===== src/ldf_div_pipe.sv =====
module ldf_div_pipe #(
  parameter int DEN_W = 16,
  parameter int Q_W   = 16,
  parameter int TAG_W = 1
) (
  input  logic             clk,
  input  logic             rst_n,
  input  logic             vld_in,
  input  logic [DEN_W-1:0] rem_in,
  input  logic [Q_W-1:0]   low_in,
  input  logic [DEN_W-1:0] den_in,
  input  logic [TAG_W-1:0] tag_in,
  output logic             vld_out,
  output logic [Q_W-1:0]   quo_out,
  output logic [TAG_W-1:0] tag_out
);

  // One quotient bit per stage, restoring division. The partial remainder
  // entering must already be below the divisor.
  logic             vld_r [0:Q_W];
  logic [DEN_W-1:0] rem_r [0:Q_W];
  logic [Q_W-1:0]   low_r [0:Q_W];
  logic [DEN_W-1:0] den_r [0:Q_W];
  logic [Q_W-1:0]   quo_r [0:Q_W];
  logic [TAG_W-1:0] tag_r [0:Q_W];

  assign vld_r[0] = vld_in;
  assign rem_r[0] = rem_in;
  assign low_r[0] = low_in;
  assign den_r[0] = den_in;
  assign quo_r[0] = '0;
  assign tag_r[0] = tag_in;

  for (genvar i = 0; i < Q_W; i++) begin : g_stage
    logic [DEN_W:0] trial;
    logic           fits;
    assign trial = {rem_r[i], low_r[i][Q_W-1]};
    assign fits  = trial >= {1'b0, den_r[i]};

    always_ff @(posedge clk) begin
      if (!rst_n) begin
        vld_r[i+1] <= 1'b0;
      end else begin
        vld_r[i+1] <= vld_r[i];
      end
      rem_r[i+1] <= fits ? DEN_W'(trial - {1'b0, den_r[i]}) : trial[DEN_W-1:0];
      low_r[i+1] <= low_r[i] << 1;
      den_r[i+1] <= den_r[i];
      quo_r[i+1] <= {quo_r[i][Q_W-2:0], fits};
      tag_r[i+1] <= tag_r[i];
    end
  end

  assign vld_out = vld_r[Q_W];
  assign quo_out = quo_r[Q_W];
  assign tag_out = tag_r[Q_W];

endmodule


===== config.mk =====
export PLATFORM = sky130hd
export DESIGN_NAME = ldf_div_pipe
export DESIGN_NICKNAME = d
export VERILOG_FILES = /design/src/ldf_div_pipe.sv
export SDC_FILE = /design/constraint.sdc
export NUM_CORES = 1
export LEC_CHECK = 0
export BUFFER_PORTS_ARGS = -buffer_cell sky130_fd_sc_hd__buf_2
export CORE_AREA = 2 2 258 260
export DETAILED_ROUTE_END_ITERATION = 10
export DIE_AREA = 0 0 260 262
export GPL_TIMING_DRIVEN = 0
export HOLD_SLACK_MARGIN = 0.08
export PLACE_DENSITY = 0.61
export SLEW_MARGIN = 20
export SYNTH_ARGS = -nofsm -noshare
export SYNTH_HDL_FRONTEND = slang
export SYNTH_SLANG_ARGS = --single-unit

===== constraint.sdc =====
create_clock -name clk -period 4.9 [get_ports clk]
set_input_delay 0.98 -clock clk [delete_from_list [all_inputs] [get_ports clk]]
set_output_delay 0.98 -clock clk [all_outputs]
set_load 0.02 [all_outputs]

[Word level (Yosys, flattened, before mapping)]
Cells that the tools add are included.
Operators by class
  $add $sub $neg: 15
  $lt $le $gt $ge: 16
  mux-type cells: 15
Operators by type and width (count)
  $ge 17x16->1: 16
  $mux 16: 15
  $sub 16x16->16: 15
Word-level totals
  flip-flop bits (word level): 768
  input port bits: 52
  output and inout bits: 18
  logic and storage cells: 139

[Longest topological paths before layout]
  depth in word-level cells: 2
  depth in mapped cells: 11
  gate-level depth less buffers: 10

[Worst setup path after synthesis]
Ideal clock, no wire load.
  path type: input to register
  start: input den_in[1]
  end: register rem_r (netlist bit g_stage[1].trial[10])
  setup time: 0.121 ns
  data arrival time: 3.019 ns
  required time: 4.779 ns
  setup slack: 1.760 ns
  cell stages on the path: 10
  buffers on the path: 1
  cells stage by stage: inv_1 -> ha_1 -> nor2b_4 -> o31a_1 -> o31a_1 -> o211a_4 -> o311ai_4 -> nand2_4 -> buf_6 -> mux2_4
On the way
  longest elaborated chain between the ends: 2
  elaborated cells on any way between the ends: 3
  those cells by class: add/sub: 1; order compare: 1; mux: 1
RTL lines
  start: declaration: RTL line 11  | input logic [DEN_W-1:0] den_in,
  $ge 17x16->1: RTL line 38  | assign fits = trial >= {1'b0, den_r[i]};
  named net g_stage[0].fits: RTL line 36  | logic fits;
  $mux 16: RTL line 46  | rem_r[i+1] <= fits ? DEN_W'(trial - {1'b0, den_r[i]}) : trial[DEN_W-1:0];
  end signal: indexed assignment: RTL line 46
  end: declaration: RTL line 21  | logic [DEN_W-1:0] rem_r [0:Q_W];
The timed path passes the listed nets, and every way through them passes these cells.
A chain may end at the register's enable or synchronous reset.

[Final worst setup path]
  start: register den_r[152] in the netlist's numbering
  end: register rem_r (netlist bit g_stage[8].trial[1])
On the way
  longest elaborated chain between the ends: 2
RTL lines
  start: declaration: RTL line 23  | logic [DEN_W-1:0] den_r [0:Q_W];
  start signal: indexed assignment: RTL line 48  | den_r[i+1] <= den_r[i];
  $ge 17x16->1: RTL line 38
  $mux 16: RTL line 46
No other way between the ends.

==> results.json <==
{
  "clock_sinks": 768,
  "gp_congestion": 0.887,
  "grt_remaining_overflow": 0,
  "yosysSeqAreaShare_pct": 49.4,
  "die_h_microns": 262,
  "ys.flop_type": "dfxtp_1",
  "power_leakage_nw": 16.1,
  "cp.arrival_ps": 4030,
  "grt_pass1_wl_mm": 109,
  "regToRegStartpoint": "den_r[152]",
  "startpoint": "den_r[152]",
  "port_buffers": 69,
  "synth_area_sq_um": 31100,
  "ant_nets": 0,
  "start_util_pct": 47.7,
  "rr_endpoint": "g_stage[8].trial[1]",
  "peakVddDrop_uv": 375,
  "hold_viol": 0,
  "synth_cells": 3094,
  "avgSynthCellArea_sq_um": 10.1,
  "routedWlPerCell_microns": 15.9,
  "drt_wl_total_mm": 66.5,
  "status": "complete, no violations",
  "nNetsFinal": 3568,
  "fin_crit_ps": 3590,
  "fin_crit_sh_pct": 73.3,
  "fmax_mhz": 278,
  "stdcell_area_sq_um": 35500,
  "crit_path_end_kind": "flop",
  "ys_async_sr_fraction_pct": 0,
  "dieArea_sq_um": 68100,
  "die_w_microns": 260,
  "grt_max_degree": 17,
  "worstMarginPinSlew_ps": 792,
  "tritoncts": "built",
  "syn_to_final_growth_pct": 14.1,
  "diodes": 0,
  "root_buffer": "clkbuf_16",
  "syn_nets": 3417,
  "synth.distinct_cells": 91,
  "drtIter0Drc": 1267,
  "htree_num_levels": 3,
  "cp.required_ps": 5330,
  "hpwlAfterDp_mm": 52.0,
  "synthMostInstantiatedCell": "dfxtp_1",
  "synth_enable_flop_cells": 0,
  "place_area_sq_um": 32600,
  "drc": 0,
  "clk_path_buf_depth": 3,
  "setup_viol": 0,
  "core_sq_um": 65300,
  "clock_skew_ps": 18.6,
  "drive_gt1_share_pct": 11.6,
  "rsz0062_at_grt": "no",
  "tns_ps": 0,
  "clk_latency_ps": 610,
  "crit_end": "g_stage[8].trial[1]",
  "criticalPathCategory": "flop to flop",
  "hp-class": "flop to flop",
  "num_io_pins": 70,
  "yosysTopAreaCell": "dfxtp_1",
  "synth_top_area_share_pct": 49.4,
  "yosys_warnings": 0,
  "place_inst": 4027,
  "relSlewSlack_pct": 46.5,
  "fp-row-count": 94,
  "yosys-top-cells-area": "dfxtp_1 49%, ha_1 10%, inv_1 3.8%",
  "yosys-top-cells-count": "768 x dfxtp_1, 315 x inv_1, 256 x ha_1",
  "drv_cap": 0,
  "firstDrtPassIters": 5,
  "grt_pass1_vias": 21893,
  "cts_setup_buffers": 0,
  "crit_fanout": 10,
  "vias": 21886,
  "numCtsBuffers": 80,
  "cts_resized": 0,
  "vias_per_cell": 5.24,
  "antenna_found_initial": 0,
  "synth-seq-cells": 768,
  "hold_start": "quo_r[131]",
  "r2r_slack_ps": 1310,
  "start_kind": "flop",
  "drv_slew": 0,
  "grt.total_usage_pct": 19.6,
  "ff2ff_path_depth": 9,
  "clkTransAtPathRegs_ps": 60,
  "holdBufCountCts": 0,
  "pwr_density_cell_nw_per_um2": 752,
  "instances_no_fill": 4173
}
## stage by stage
step / total power, mW / utilization (%) / setup slack, ps / hold WS (ps)
6_report: 26.7 / 54.4 / 1310 / 317
5_1_grt: 28.7 / 54.4 / 1050 / 320
4_1_cts: 27.0 / 54.4 / 1190 / 311
3_5_place_dp: 20.2 / 49.9 / 1250 / 312
3_3_place_gp: 20.0 / 49.9 / 1180 / 310
2_1_floorplan: 17.4 / - / 1760 / 310
## power by group
group	switching [mW]	internal, mW
logic	6.19	5.00
clock network	2.48	4.11
registers	0.867	8.07
## cell type report
class / instances / area (sq um)
tap: 864 / 1080
inverter: 316 / 1190
clock buffer: 100 / 2230
multi-input combinational: 1941 / 14200
timing repair buffer: 69 / 345
fill: 5819 / 29800
sequential: 768 / 15400
buffer: 69 / 352
clock inverter: 46 / 727
## placed cells by master (no fill, tap or decap), types with 57 or more instances in the layout
cell	netlist	routed
dfxtp_1	768	768
nand2_1	179	179
o21a_1	57	57
clkbuf_16	0	82
nor2_1	188	188
mux2_2	101	101
inv_1	315	315
o21ai_0	195	195
a21o_1	61	61
a21oi_1	181	181
buf_2	7	76
ha_1	256	256
xnor2_1	88	88
## worst max-delay path, cell delays in order (launching register included)
cell and delay, ps:
dfxtp_1 410, inv_1 60, ha_1 330, a21oi_1 200, o21ai_0 210, nor4bb_1 480, o21ai_1 290, o21ai_1 660
clkbuf_1 490, o21ai_0 270
## worst min path at each step
stage	endpoint	cells after the start
2_1_floorplan	g_stage[10].trial[0]	0
3_5_place_dp	quo_r[103]	0
6_report	quo_r[116]	0
4_1_cts	quo_r[117]	0
3_3_place_gp	tag_r[5]	0
5_1_grt	quo_r[117]	0
## cells by family after synthesis
kind of cell             after synthesis  synth area share [%]
adder cells (fa/ha/maj)              271                  11.3
buffers and inverters                385                  4.94
AND/OR/NAND/NOR                      652                  10.1
multiplexers                         137                  4.95
XOR/XNOR                             136                  3.83
flip-flops                           768                  49.4
AO/OA/AOI/OAI                        745                  15.5
## flip-flops by register name (all words and copies together), names as in the netlist
register       flops
tag_out            1
low_r            105
quo_out           16
den_r            240
quo_r            120
tag_r             15
g_stage.trial    255
vld_out            1
vld_r             15
## layer usage
metal | track usage [%] | vias to the layer above | share of wire (%)
met1 | 22.8 | 10244 | 43
met4 | 8.48 | 0 | 3.6
met2 | 35.9 | 427 | 50
li1 | - | 11066 | -
met5 | 0 | - | 0
met3 | 2.90 | 149 | 3.7
Note: power is estimated with default switching activity, not from simulation.
