==> config.mk <==
export PLATFORM = sky130hd
export DESIGN_NAME = ldf_sqrt_pipe
export DESIGN_NICKNAME = d
export VERILOG_FILES = /design/src/ldf_sqrt_pipe.sv
export SDC_FILE = /design/constraint.sdc
export NUM_CORES = 1
export LEC_CHECK = 0
export ABC_CLOCK_PERIOD_IN_PS = 5800
export BUFFER_PORTS_ARGS = -buffer_cell sky130_fd_sc_hd__buf_2
export CORE_MARGIN = 2
export CORE_UTILIZATION = 64
export DETAILED_ROUTE_END_ITERATION = 10
export PLACE_DENSITY = 0.91
export SKIP_LAST_GASP = 1
export SYNTH_ARGS = -nofsm -noshare
export SYNTH_HDL_FRONTEND = slang
export SYNTH_SLANG_ARGS = --single-unit
==> constraint.sdc <==
create_clock -name clk -period 5.8 [get_ports clk]
set_input_delay 0.58 -clock clk [delete_from_list [all_inputs] [get_ports clk]]
set_output_delay 0.58 -clock clk [all_outputs]
set_load 0.05 [all_outputs]
==> src/ldf_sqrt_pipe.sv <==
module ldf_sqrt_pipe #(
  parameter int RAD_W = 34,
  parameter int TAG_W = 1
) (
  input  logic               clk,
  input  logic               rst_n,
  input  logic               vld_in,
  input  logic [RAD_W-1:0]   rad_in,
  input  logic [TAG_W-1:0]   tag_in,
  output logic               vld_out,
  output logic [RAD_W/2-1:0] root_out,
  output logic [TAG_W-1:0]   tag_out
);

  localparam int ROOT_W = RAD_W / 2;
  localparam int REM_W  = ROOT_W + 2;

  // Digit-by-digit floor square root, one root bit per stage.
  logic              vld_r  [0:ROOT_W];
  logic [RAD_W-1:0]  rad_r  [0:ROOT_W];
  logic [ROOT_W-1:0] root_r [0:ROOT_W];
  logic [REM_W-1:0]  rem_r  [0:ROOT_W];
  logic [TAG_W-1:0]  tag_r  [0:ROOT_W];

  assign vld_r[0]  = vld_in;
  assign rad_r[0]  = rad_in;
  assign root_r[0] = '0;
  assign rem_r[0]  = '0;
  assign tag_r[0]  = tag_in;

  for (genvar i = 0; i < ROOT_W; i++) begin : g_stage
    logic [REM_W+1:0] shifted;
    logic [REM_W+1:0] trial;
    logic             fits;
    assign shifted = {rem_r[i], rad_r[i][RAD_W-1 -: 2]};
    assign trial   = (REM_W+2)'({root_r[i], 2'b01});
    assign fits    = shifted >= trial;

    always_ff @(posedge clk) begin
      if (!rst_n) begin
        vld_r[i+1] <= 1'b0;
      end else begin
        vld_r[i+1] <= vld_r[i];
      end
      rem_r[i+1]  <= fits ? REM_W'(shifted - trial) : REM_W'(shifted);
      root_r[i+1] <= {root_r[i][ROOT_W-2:0], fits};
      rad_r[i+1]  <= rad_r[i] << 2;
      tag_r[i+1]  <= tag_r[i];
    end
  end

  assign vld_out  = vld_r[ROOT_W];
  assign root_out = root_r[ROOT_W];
  assign tag_out  = tag_r[ROOT_W];

endmodule

After elaboration in Yosys (flattened, before gate mapping)
Index checks and enable logic that the tools add are counted.
{"block": "classes", "addsub": 16, "n_lt_le_gt_ge": 17, "n_reduce_logical": 0, "eq_ne": 0, "n_mux": 16, "bitwise_logic": 0, "n_shift": 0, "div_mod_pow": 0, "n_mul": 0}
{"cell": "2-to-1 mux 19 bit", "count": 15}
{"cell": ">= comparator 21 x 10 -> 1 bit", "count": 1}
{"cell": ">= comparator 21 x 11 -> 1 bit", "count": 1}
{"cell": ">= comparator 21 x 12 -> 1 bit", "count": 1}
{"cell": ">= comparator 21 x 13 -> 1 bit", "count": 1}
{"cell": ">= comparator 21 x 14 -> 1 bit", "count": 1}
{"cell": ">= comparator 21 x 15 -> 1 bit", "count": 1}
{"cell": ">= comparator 21 x 16 -> 1 bit", "count": 1}
{"cell": ">= comparator 21 x 17 -> 1 bit", "count": 1}
{"cell": ">= comparator 21 x 18 -> 1 bit", "count": 1}
{"cell": ">= comparator 21 x 3 -> 1 bit", "count": 1}
{"cell": ">= comparator 21 x 4 -> 1 bit", "count": 1}
{"cell": ">= comparator 21 x 5 -> 1 bit", "count": 1}
{"cell": ">= comparator 21 x 6 -> 1 bit", "count": 1}
{"cell": ">= comparator 21 x 7 -> 1 bit", "count": 1}
{"cell": ">= comparator 21 x 8 -> 1 bit", "count": 1}
{"cell": ">= comparator 21 x 9 -> 1 bit", "count": 1}
{"cell": "subtractor 19 x 10 -> 19 bit", "count": 1}
{"cell": "subtractor 19 x 11 -> 19 bit", "count": 1}
{"cell": "subtractor 19 x 12 -> 19 bit", "count": 1}
{"cell": "subtractor 19 x 13 -> 19 bit", "count": 1}
{"cell": "subtractor 19 x 14 -> 19 bit", "count": 1}
{"cell": "subtractor 19 x 15 -> 19 bit", "count": 1}
{"cell": "subtractor 19 x 16 -> 19 bit", "count": 1}
{"cell": "11 further kinds", "count": 11}
{"block": "word_totals", "ramBits": 0, "out_inout_bits": 19, "memories": 0, "romBits": 0, "register_bits": 747, "latch_bits": 0, "word_cells": 133}

Longest topological paths before layout
{"block": "depth", "depth_word": 2, "mapped_depth": 11}

Least setup slack after synthesis
OpenSTA, ideal clock, no wires.
{"block": "synth_timing", "path_kind": "register -> register", "from": "reg root_r, in the netlist g_stage[8].trial[9]", "to": "reg rem_r, in the netlist g_stage[9].shifted[14]", "period_less_slack_ns": 2.506, "path_slack_ns": 3.294, "setup_ns": 0.118, "path_stages_with_launch": 11, "t_arrival_ns": 2.388, "path_cell_list": "dfxtp_1 > inv_1 > ha_1 > buf_2 > or4b_1 > nor3_1 > o21ai_1 > nand2_1 > nand2_1 > or4_1 > xnor2_1"}
{"block": "synth_via", "elab_chain_len": 2}
{"element": "start: declaration", "line": "21", "text": "logic [ROOT_W-1:0] root_r [0:ROOT_W];"}
{"element": "start signal: indexed assignment", "line": "46", "text": "root_r[i+1] <= {root_r[i][ROOT_W-2:0], fits};"}
{"element": "subtractor 19 x 10 -> 19 bit / >= comparator 21 x 10 -> 1 bit (equally long branches)", "line": "45, 37"}
{"element": "2-to-1 mux 19 bit *", "line": "45", "text": "rem_r[i+1] <= fits ? REM_W'(shifted - trial) : REM_W'(shifted);"}
{"element": "end signal: indexed assignment", "line": "45"}
{"element": "end: declaration", "line": "22", "text": "logic [REM_W-1:0] rem_r [0:ROOT_W];"}
Mark *: on every way between the ends. The rest lies on a longest branch, timed or not.
A chain may end at the register's enable or synchronous reset.

Final worst setup path
{"block": "layout_timing", "from": "reg root_r, in the netlist g_stage[14].trial[6]", "to": "reg rem_r, in the netlist g_stage[15].shifted[19]"}
{"block": "layout_via", "elab_chain_len": 2}
{"element": "subtractor 19 x 16 -> 19 bit / >= comparator 21 x 16 -> 1 bit (equally long branches)", "line": "45, 37"}
{"element": "2-to-1 mux 19 bit *", "line": "45"}
Marks and branches as above.

==> out/metrics.csv <==
metric,value,unit
first-pass GRT wire length,90400,um
#FFs+latches synth,741,
area grow syn2layout,12.7,%
Crit path arrival time,3670,ps
CP Launch Point,g_stage[14].trial[6],
DR pass1 iterations,5,
Final Hold Fails,0,
post-synthesis sequential area ratio,56.3,%
final WL,55100,um
I/O Buffers,56,
CTS Hold Bufs,0,
Pwr per Cell Area,457,nW/um2
Antenna Nets Post-Route,0,
Critical-path top delay cell,nor4b_1,
gr busiest metal,met2,
Root Buffer,clkbuf_16,
IO Pins,57,
Clock power frac,34.8,%
RSZ-0062 raised after global routing,false,
"Reg clk slew, reported paths",60,ps
final setup margin,2610,ps
GRT Total Usage,26.1,%
setup TNS,0,ps
Startpoint Class,register,
maximum clock frequency,314,MHz
Finished Layout Cells,3209,
nets,2833,
Post-synth EDFFs,0,
Final HPWL DP,37200,um
fin crit period,3190,ps
vias,18379,
status,"complete, no violations",
Cell variety after synth,74,
design area,29700,um2
Die Wd,207,um
vias per cell,5.73,
Critical R2R Launch,g_stage[14].trial[6],
post-synth top area share,56.3,%
"Max FO, Critical Path",6,
HP Start,rad_in[16],
Core Rows,74,
Clock Sinks,741,
Die Ht,207,um
"Setup violations, final",0,
GPL Wtd Cong,0.913,
mapped cell area,26400,um2
"Period Utilization, post-route",55.0,%
worst-path cell chain,inv_1 > ha_1 > a2111oi_0 > o21ai_0 > nand3b_1 > nor4b_1 > o21ai_0 > xnor2_1,
most common cell in the netlist,dfxtp_1,
share of layout cells above drive strength 1,8.93,%
initial DRC count,1496,
Gate power share,17.0,%
Synth Net Count,2729,
CTS Buf Count,71,
synthesized instance count,2520,
leakage,13.9,nW
gr ovfl total,0,
final design utilization,72.9,%
initial core utilization,64.7,%
share of async-settable or async-resettable flops after synthesis,0,%
largest cells by area after synthesis,"dfxtp_1, ha_1, xnor2_1, xor2_1, inv_1",
CORE AREA,40700,um2
Longest Clk Path Bufs,3,
Net Sw Power,3.82,mW
dpl cells,3083,
sequential fraction of design power,48.3,%
Ant. Diodes,0,
total power,13.6,mW
layout filler cell count,2560,
crit end category,register,
vias in the first global route,18653,
measured slew at the worst slew-check pin,1270,ps
later-pin clock latency in the skew report,610,ps
GR Util met1,30.9,%
full die area,42800,um2
post-placement cell area,27300,um2
initial antenna violation count,0,
max incr delay on CP,720,ps
CTS tree,done,
Setup WS pre-CTS,2760,ps
GR Layer Usage met2,46.8,%
"Warnings, synthesis",0,
H-tree Lvls,3,
top post-synthesis cells by count,"dfxtp_1, inv_1, nor2_1",
most used cell along the critical path,o21ai_0,
internal power,9.76,mW
Worst VDD drop,362,uV
routed len/inst,17.2,um
switching part of the total,28.1,%
Worst Skew,12.4,ps
Worst Hold Class,in2reg,
PostCTS Resize Cnt,0,
pin count of the biggest net entering global routing,30,
syn_area_per_cell,10.5,um2
tightest hold margin,72.6,ps
Post-CTS Setup Inserts,0,
Required @ worst endpoint,6290,ps
maxcap violations,0,
top_reg_cell synth,dfxtp_1,
max-slew violations,0,
Setup Crit Path Kind,reg2reg,
Synth area leader,dfxtp_1,
Residual DRC,0,
GRT met3 Usage,4.49,%
Slew headroom,14.3,%
-- sequential cells by signal, summed over array words and instances (netlist names) --
name,cells
g_stage.trial,136
rad_r,240
tag_r,16
g_stage.shifted,314
vld_out,1
tag_out,1
vld_r,16
root_out,17
-- cell type report --
type / count / area, um2 / area share (%)
clock buffer: 98 / 2080 / 7.01
sequential: 741 / 14800 / 50.0
multi-input combinational: 1533 / 10600 / 35.7
tap: 532 / 666 / 2.24
inverter: 213 / 800 / 2.69
timing repair buffer: 64 / 340 / 1.15
clock inverter: 28 / 360 / 1.21
-- critical path, delay by kind of cell, from the launching register on --
family,cells,cell delay [ps]
AO/OA/AOI/OAI,3,1240
XOR/XNOR,1,190
adder cells (fa/ha/maj),1,370
buffers and inverters,1,50
flip-flops,1,340
AND/OR/NAND/NOR,2,890
-- path summary, 6_finish.rpt --
| check | to | slack [ps] | depth (start not counted) |
|---|---|---|---|
| hold reg to reg | rad_r[531] | 320 | 0 |
| setup / recovery | g_stage[15].shifted[19] | 2610 | 8 |
| hold / removal | rad_r[562] | 70 | 1 |
| setup reg to reg | g_stage[15].shifted[19] | 2610 | 8 |
-- cells by family after synthesis --
group                      after synthesis  share of synthesized area, %
DFF                                    741                          56.3
and+or+nand+nor                        626                          11.9
AOI/OAI and AO/OA                      486                          11.6
buffers and inverters                  246                          3.52
xor gates and xnor gates               215                          7.15
adders and majority gates              171                          8.12
muxes                                   34                          1.43
other                                    1                        0.0142
-- routing by layer --
layer | part of all wire [%] | wire [um]
met2 | 50 | 27700
met4 | 3.1 | 1710
met1 | 41 | 22600
met5 | 0 | 0
met3 | 5.6 | 3100
-- power groups by stage --
| stage | logic, mW | clock network [mW] | registers [mW] |
|---|---|---|---|
| 2_1_floorplan | 1.75 | 0 | 6.44 |
| 6_report | 2.30 | 4.72 | 6.56 |
| 3_5_place_dp | 2.22 | 0 | 6.63 |
| 4_1_cts | 2.28 | 4.78 | 6.54 |
| 3_3_place_gp | 2.12 | 0 | 6.59 |
| 5_1_grt | 2.56 | 4.98 | 6.64 |
-- cells in the final DEF, fill, tap and decap left out, types with 21 or more instances in the layout --
master | Yosys | final
dfxtp_1 | 741 | 741
inv_1 | 212 | 212
nor2_1 | 182 | 182
ha_1 | 171 | 171
a21oi_1 | 150 | 150
nand2_1 | 135 | 135
o21ai_0 | 116 | 115
xnor2_1 | 111 | 111
xor2_1 | 104 | 104
clkbuf_16 | 0 | 73
nor3_1 | 57 | 57
buf_2 | 3 | 56
o21a_1 | 44 | 44
nor4_1 | 38 | 37
a21o_1 | 35 | 35
mux2_2 | 30 | 30
nand2b_1 | 28 | 28
nand3_1 | 28 | 28
and2_1 | 26 | 26
nand4_1 | 25 | 25
nor2b_1 | 23 | 23
or3_1 | 21 | 21
Note: power is estimated with default switching activity, not from simulation.
