===== src/ldf_pkg.sv =====
package ldf_pkg;

  // Configuration register indexes (byte address = 4 * index).
  typedef enum logic [2:0] {
    REG_COEF_CONSTANT   = 3'd0,
    REG_COEF_HOURLY     = 3'd1,
    REG_COEF_DAY_LENGTH = 3'd2,
    REG_COEF_ELEVATION  = 3'd3,
    REG_COEF_DAILY      = 3'd4
  } reg_idx_t;

  localparam logic signed [31:0] COEF_CONSTANT_RST   = -32'sd157286;
  localparam logic signed [31:0] COEF_HOURLY_RST     = 32'sd181535;
  localparam logic signed [31:0] COEF_DAY_LENGTH_RST = 32'sd2163;
  localparam logic signed [31:0] COEF_ELEVATION_RST  = 32'sd3539;
  localparam logic signed [31:0] COEF_DAILY_RST      = 32'sd67371;

  localparam logic signed [15:0] NIGHT_SIN_MAX = 16'sd163;
  localparam logic signed [15:0] SIN_ONE       = 16'sd16384;
  localparam logic [16:0]        Q16_ONE       = 17'd65536;
  localparam logic [30:0]        Q30_ONE       = 31'h4000_0000;
  localparam logic [46:0]        Q46_ONE       = 47'h4000_0000_0000;

  // Arcsine polynomial, Q16.
  localparam logic signed [31:0] ASIN_P3 = -32'sd1227;
  localparam logic signed [31:0] ASIN_P2 = 32'sd4867;
  localparam logic signed [31:0] ASIN_P1 = -32'sd13901;
  localparam logic signed [31:0] ASIN_P0 = 32'sd102939;
  localparam logic signed [39:0] HALF_PI_Q16 = 40'sd102944;

  localparam logic [21:0] BETA_CAP      = 22'h20_0000;
  localparam logic [16:0] LOG2E_Q16     = 17'd94548;
  localparam logic [29:0] LN2_Q30       = 30'd744261118;
  localparam logic [5:0]  EXP_SHIFT_MAX = 6'd31;

  // Q16 product of a signed value and a non-negative value, rounded half
  // away from zero.
  function automatic logic signed [39:0] mul_q16(input logic signed [31:0] a,
                                                 input logic [21:0] b);
    logic [31:0] mag;
    logic [53:0] prod;
    logic [39:0] rnd;
    mag = a[31] ? (~a + 32'd1) : a;
    prod = 54'(mag) * 54'(b);
    rnd = 40'((prod + 54'd32768) >> 16);
    mul_q16 = a[31] ? -$signed(rnd) : $signed(rnd);
  endfunction

endpackage


===== src/ldf_taylor_step.sv =====
module ldf_taylor_step import ldf_pkg::*; #(
  parameter int K     = 1,
  parameter int TAG_W = 8
) (
  input  logic             clk,
  input  logic             rst_n,
  input  logic             vld_in,
  input  logic [30:0]      r_in,
  input  logic [29:0]      g_in,
  input  logic [TAG_W-1:0] tag_in,
  output logic             vld_out,
  output logic [30:0]      r_out,
  output logic [29:0]      g_out,
  output logic [TAG_W-1:0] tag_out
);

  // r_out = 1 - floor(floor(g*r) / K), all Q30. The division by K is a
  // reciprocal multiply that can fall short by one, then one correction.
  localparam logic [31:0] RECIP = 32'((64'd1 << 31) / 64'(K));
  localparam logic [3:0]  K_V   = 4'(K);

  logic             vld_a_r, vld_b_r, vld_c_r;
  logic [29:0]      pr_a_r, pr_b_r, q0_b_r;
  logic [29:0]      g_a_r, g_b_r, g_c_r;
  logic [TAG_W-1:0] tag_a_r, tag_b_r, tag_c_r;
  logic [30:0]      r_c_r;

  logic [60:0] prod_a;
  logic [61:0] prod_b;
  logic [33:0] chk;
  logic [29:0] q_nxt;

  assign prod_a = 61'(g_in) * 61'(r_in);
  assign prod_b = 62'(pr_a_r) * 62'(RECIP);
  assign chk    = 34'(pr_b_r) - 34'(q0_b_r) * 34'(K_V);
  assign q_nxt  = (chk >= 34'(K_V)) ? q0_b_r + 30'd1 : q0_b_r;

  always_ff @(posedge clk) begin
    if (!rst_n) begin
      vld_a_r <= 1'b0;
      vld_b_r <= 1'b0;
      vld_c_r <= 1'b0;
    end else begin
      vld_a_r <= vld_in;
      vld_b_r <= vld_a_r;
      vld_c_r <= vld_b_r;
    end
    pr_a_r  <= prod_a[59:30];
    g_a_r   <= g_in;
    tag_a_r <= tag_in;
    pr_b_r  <= pr_a_r;
    q0_b_r  <= prod_b[60:31];
    g_b_r   <= g_a_r;
    tag_b_r <= tag_a_r;
    r_c_r   <= Q30_ONE - 31'(q_nxt);
    g_c_r   <= g_b_r;
    tag_c_r <= tag_b_r;
  end

  assign vld_out = vld_c_r;
  assign r_out   = r_c_r;
  assign g_out   = g_c_r;
  assign tag_out = tag_c_r;

endmodule


===== config.mk =====
export PLATFORM = sky130hd
export DESIGN_NAME = ldf_taylor_step
export DESIGN_NICKNAME = d
export VERILOG_FILES = /design/src/ldf_pkg.sv /design/src/ldf_taylor_step.sv
export SDC_FILE = /design/constraint.sdc
export NUM_CORES = 2
export LEC_CHECK = 0
export ABC_CLOCK_PERIOD_IN_PS = 16670
export BUFFER_PORTS_ARGS = -buffer_cell sky130_fd_sc_hd__clkbuf_2
export CORE_AREA = 2 2 265 267
export CTS_CLUSTER_DIAMETER = 80
export DETAILED_ROUTE_END_ITERATION = 12
export DIE_AREA = 0 0 267 269
export GPL_TIMING_DRIVEN = 0
export PLACE_DENSITY = 0.71
export SYNTH_ARGS = -nofsm -noshare
export SYNTH_HDL_FRONTEND = slang
export SYNTH_SLANG_ARGS = --single-unit

===== constraint.sdc =====
create_clock -name clk -period 16.67 [get_ports clk]
set_input_delay 0 -clock clk [delete_from_list [all_inputs] [get_ports clk]]
set_output_delay 0 -clock clk [all_outputs]
set_load 0.02 [all_outputs]

Word level (Yosys, flattened, before mapping)
Cells that the tools add are included.
{ "word_totals": {"regBits": 208, "out_inout_bits": 70, "elab_cells": 18} }
{ "op_classes": {"n_addsub": 3, "mul": 1, "magnitude_cmp": 1, "muxes": 1} }
{ "op_table": {"columns": ["op", "n"], "rows": [
  ["$mul 30x31->60", 1],
  ["$ge 34x1->1 const B", 1],
  ["$sub 30x30->31", 1],
  ["$sub 31x30->31 const A", 1],
  ["$add 30x1->30 const B", 1],
  ["$mux 30", 1]
]} }

Depth between registers and ports, before layout
{ "depth": {"depth_word": 4, "mapped_depth": 29, "ltp_nobuf": 28} }

Worst setup path after synthesis
OpenSTA, ideal clock, no wires.
{ "synth_timing": {"kind": "input-to-reg", "startpoint": "in r_in[10]", "endpoint": "reg pr_a_r[27]", "arrival_ns": 6.724, "required_ns": 16.552, "path_slack_ns": 9.828, "stages": 27, "n_path_buf": 1, "cell_sequence": "clkbuf_1 and2_1 fa_1 inv_1 fa_1 inv_1 fa_1 inv_1 fa_1 inv_1 fa_1 fa_1 fa_1 inv_1 fa_1 inv_1 ha_1 nand2_1 nor3_1 nand4_1 o311ai_2 o41ai_2 o211a_1 or3_1 a21oi_1 a21oi_1 xnor2_1"} }
{ "synth_via": {"elab_chain_len": 1} }
{ "synth_rtl": {"columns": ["element", "line_no", "source"], "rows": [
  ["start: declaration", "ldf_taylor_step.sv:8", "input logic [30:0] r_in,"],
  ["$mul 30x31->60", "ldf_taylor_step.sv:33", "assign prod_a = 61'(g_in) * 61'(r_in);"],
  ["net prod_a[57]", "ldf_taylor_step.sv:28", "logic [60:0] prod_a;"],
  ["end signal: assignment", "ldf_taylor_step.sv:48", "pr_a_r <= prod_a[59:30];"],
  ["end: declaration", "ldf_taylor_step.sv:23", "logic [29:0] pr_a_r, pr_b_r, q0_b_r;"]
]} }
The timed path passes the listed nets, and every way through them passes these cells.
A chain may end at the register's enable or synchronous reset.

Final worst setup path
{ "layout_timing": {"startpoint": "in g_in[8]", "endpoint": "reg pr_a_r[29]"} }
{ "layout_via": {"elab_chain_len": 1} }
{ "layout_rtl": {"columns": ["element", "line_no", "source"], "rows": [
  ["start: declaration", "ldf_taylor_step.sv:9", "input logic [29:0] g_in,"],
  ["$mul 30x31->60", "ldf_taylor_step.sv:33", null],
  ["net prod_a[59]", "ldf_taylor_step.sv:28", null]
]} }
The timed path passes the listed nets, and every way through them passes these cells.

==> run metrics <==
outcome=completed; Final #Nets=4,840; synth warn=0; slew at the pin closest to its max-slew limit=~1.2 ns; critical path launch point type=input pin; total die area=~72,000 sq um; Synth Net Count=~4,700; # setup viols final=0; CTS tree=done; Residual DRC=0; Unique masters post-synth=54; mux contribution to synthesized area=0%; fin crit share=55.5%; Worst Clk Skew=between 0.07 and 0.08 ns; global-route wire length before repair=between 150 and 200 mm; post-DP HPWL=a little under 90 mm; clk_lat worst skew=between 0.6 and 0.7 ns; setup TNS=0 ns; depth of the CTS H-tree=1; Final GP Congestion=roughly 1.0; pin count of the biggest net entering global routing=16; # Max-Cap Violations=0; crit-path most repeated cell=fa_1; drt pass-1 iters=5; grt total ovfl=0; layout cells sized above 1=between 4 and 5%; Post-Synth Simple-Gate Area=roughly 16%; Post-Route WL=between 100 and 150 mm; share of flip-flops with an asynchronous set or reset=0%; IO Pins=about 140; clock transition at the registers of the reported paths=about 0.060 ns; # clock sinks=~210; Slew Limit Headroom=roughly 19%; Worst Path Arrival=slightly below 10 ns; max frequency=about 110 MHz; syn_area_per_cell=between 9 and 10 sq um; crit path max fanout=11; post-synthesis adder-cell area fraction=between 50% and 60%; total CTS buffers=24; FF+latch count, synth=208; most common cell in the netlist=inv_1; Worst Setup End Kind=flop; post-synthesis compound-gate area fraction=2.42%; Routed Antenna Nets=0; Via density=about 5.3; main combinational cell family by area after synthesis=adder cells; Syn Std Cell Area=34,100 sq um; Row Count=97; GRT Overall Usage=between 30 and 40%; core area=between 60,000 and 70,000 sq um; RSZ-0062 raised after global routing=false; DR iter-0 viols=2,044; Die Height=between 200 and 300 um; Initial Util=49.2%; final slew viol count=0; most frequent cells after synthesis=inv_1 (845), fa_1 (806), and2_1 (543), nand2_1 (425), ha_1 (241); Worst Hold Class=input pin to flop; Max Root-Sink Buffers=3; Final Critical Period=about 9 ns; synthesis-to-layout area growth=8.79%; final core utilization=a little over half; Vias=approximately 25,000; Yosys top cell area share=47.3%; critical path's slowest cell=nor3_1; leading area contributor after synthesis=fa_1; number of synthesized flops with an enable pin=0; Worst Path Required=~17 ns; Clock Root Buffer=clkbuf_16; initial antenna violation count=11; port bufs=roughly 110; Setup CP Type=input pin to flop; chip width=~270 um; top_reg_cell synth=dfxtp_1; Area contributors post-synth=fa_1 (47%), dfxtp_1 (12%), and2_1 (10%); vias in the first global route=~26,000; Gate Count Post-Synth=approximately 3,500; XOR/XNOR Fraction of Synth Area=under 10%; Post-CTS Setup Bufs=0; slowest cell delay on critical path=between 0.7 and 0.8 ns; wire length per cell=between 20 and 25 um; Final Hold Violating Endpoints=0; sequential fraction of the synthesis area=approximately an eighth
## cells by family after synthesis
group                      count (synthesis)
buffers and inverters                   1031
DFF                                      208
adders and majority gates               1047
and+or+nand+nor                         1068
AOI/OAI and AO/OA                        125
xor gates and xnor gates                  62
## flip-flops by register name, indices dropped and copies added (netlist names), 30 cells and up
name / cells
q0_b_r: 30
r_out: 31
pr_a_r: 30
g_out: 30
g_a_r: 30
g_b_r: 30
## cells in the final DEF, fill, tap and decap left out, types with 3 or more instances in the layout
cell	instances
clkinv_2	4
inv_1	845
and3_1	10
fa_1	806
clkbuf_8	5
o21a_1	4
nor3_1	9
clkinvlp_4	4
o211ai_1	4
ha_1	241
and2_1	543
xor2_1	22
o21ai_0	19
nor2b_1	4
or2_2	3
nand4_1	8
nor2_1	28
xnor2_1	40
or4_1	4
nand2_1	425
nand3_1	12
a31oi_1	4
o21bai_1	5
clkbuf_2	113
or3_1	6
nor4_1	4
clkbuf_16	24
dfxtp_1	208
dlygate4sd3_1	41
diode_2	8
clkbuf_1	186
a21o_1	24
a21oi_1	42
## path summary, 6_finish.rpt
check	startpoint	end	slack, ns	depth (start not counted)
max	g_in[8]	pr_a_r[29]	7.42	27
min reg2reg	pr_a_r[9]	q0_b_r[9]	0.26	0
max reg2reg	q0_b_r[8]	r_out[28]	13.90	7
min	r_in[30]	pr_a_r[29]	0.08	5
## worst max-delay path: cells and delay by family
family	cells	cell delay [ns]
xor+xnor	1	0.14
simple gates	5	1.81
buf+inv	7	1.73
fa+ha+maj	9	4.52
compound gates	5	1.46
## per-layer routing
metal  vias to the layer above  part of all wire (%)  track usage (%)
met3                       395                    11             8.18
li1                      10500                     -                -
met4                         4                   7.8             20.3
met5                         -                 0.030                0
met2                      1378                    45             48.6
met1                     12500                    36             37.6
## what timing repair did
action,4_1_cts,5_1_grt
hold endpoints to repair,41,0
hold buffers,41,0
resized for setup,0,0
## cell type report
cell class	instances	area [sq um]
inverter	845	3170
sequential	208	4160
antenna	8	20.0
timing repair buffer	154	976
clock buffer	29	669
fill	6287	32200
tap	940	1180
clock inverter	15	156
buffer	186	698
multi-input combinational	2302	26100
## stage by stage
stage | std cells | worst slack, ns | instance area [sq um] | hold slack (ns)
finish | 4687 | 7.42 | 37100 | 0.0757
floorplan | 3541 | 9.83 | 34100 | 0.0277
detailed placement | 4594 | 7.39 | 35900 | 0.104
global placement | 4594 | 7.37 | 35900 | 0.102
CTS | 4679 | 7.65 | 37100 | 0.0514
global route | 4679 | 7.25 | 37100 | 0.0603
Power is left out: the tool's default activity adds up to more than one toggle a clock period on the data nets, which glitch-free logic cannot reach.
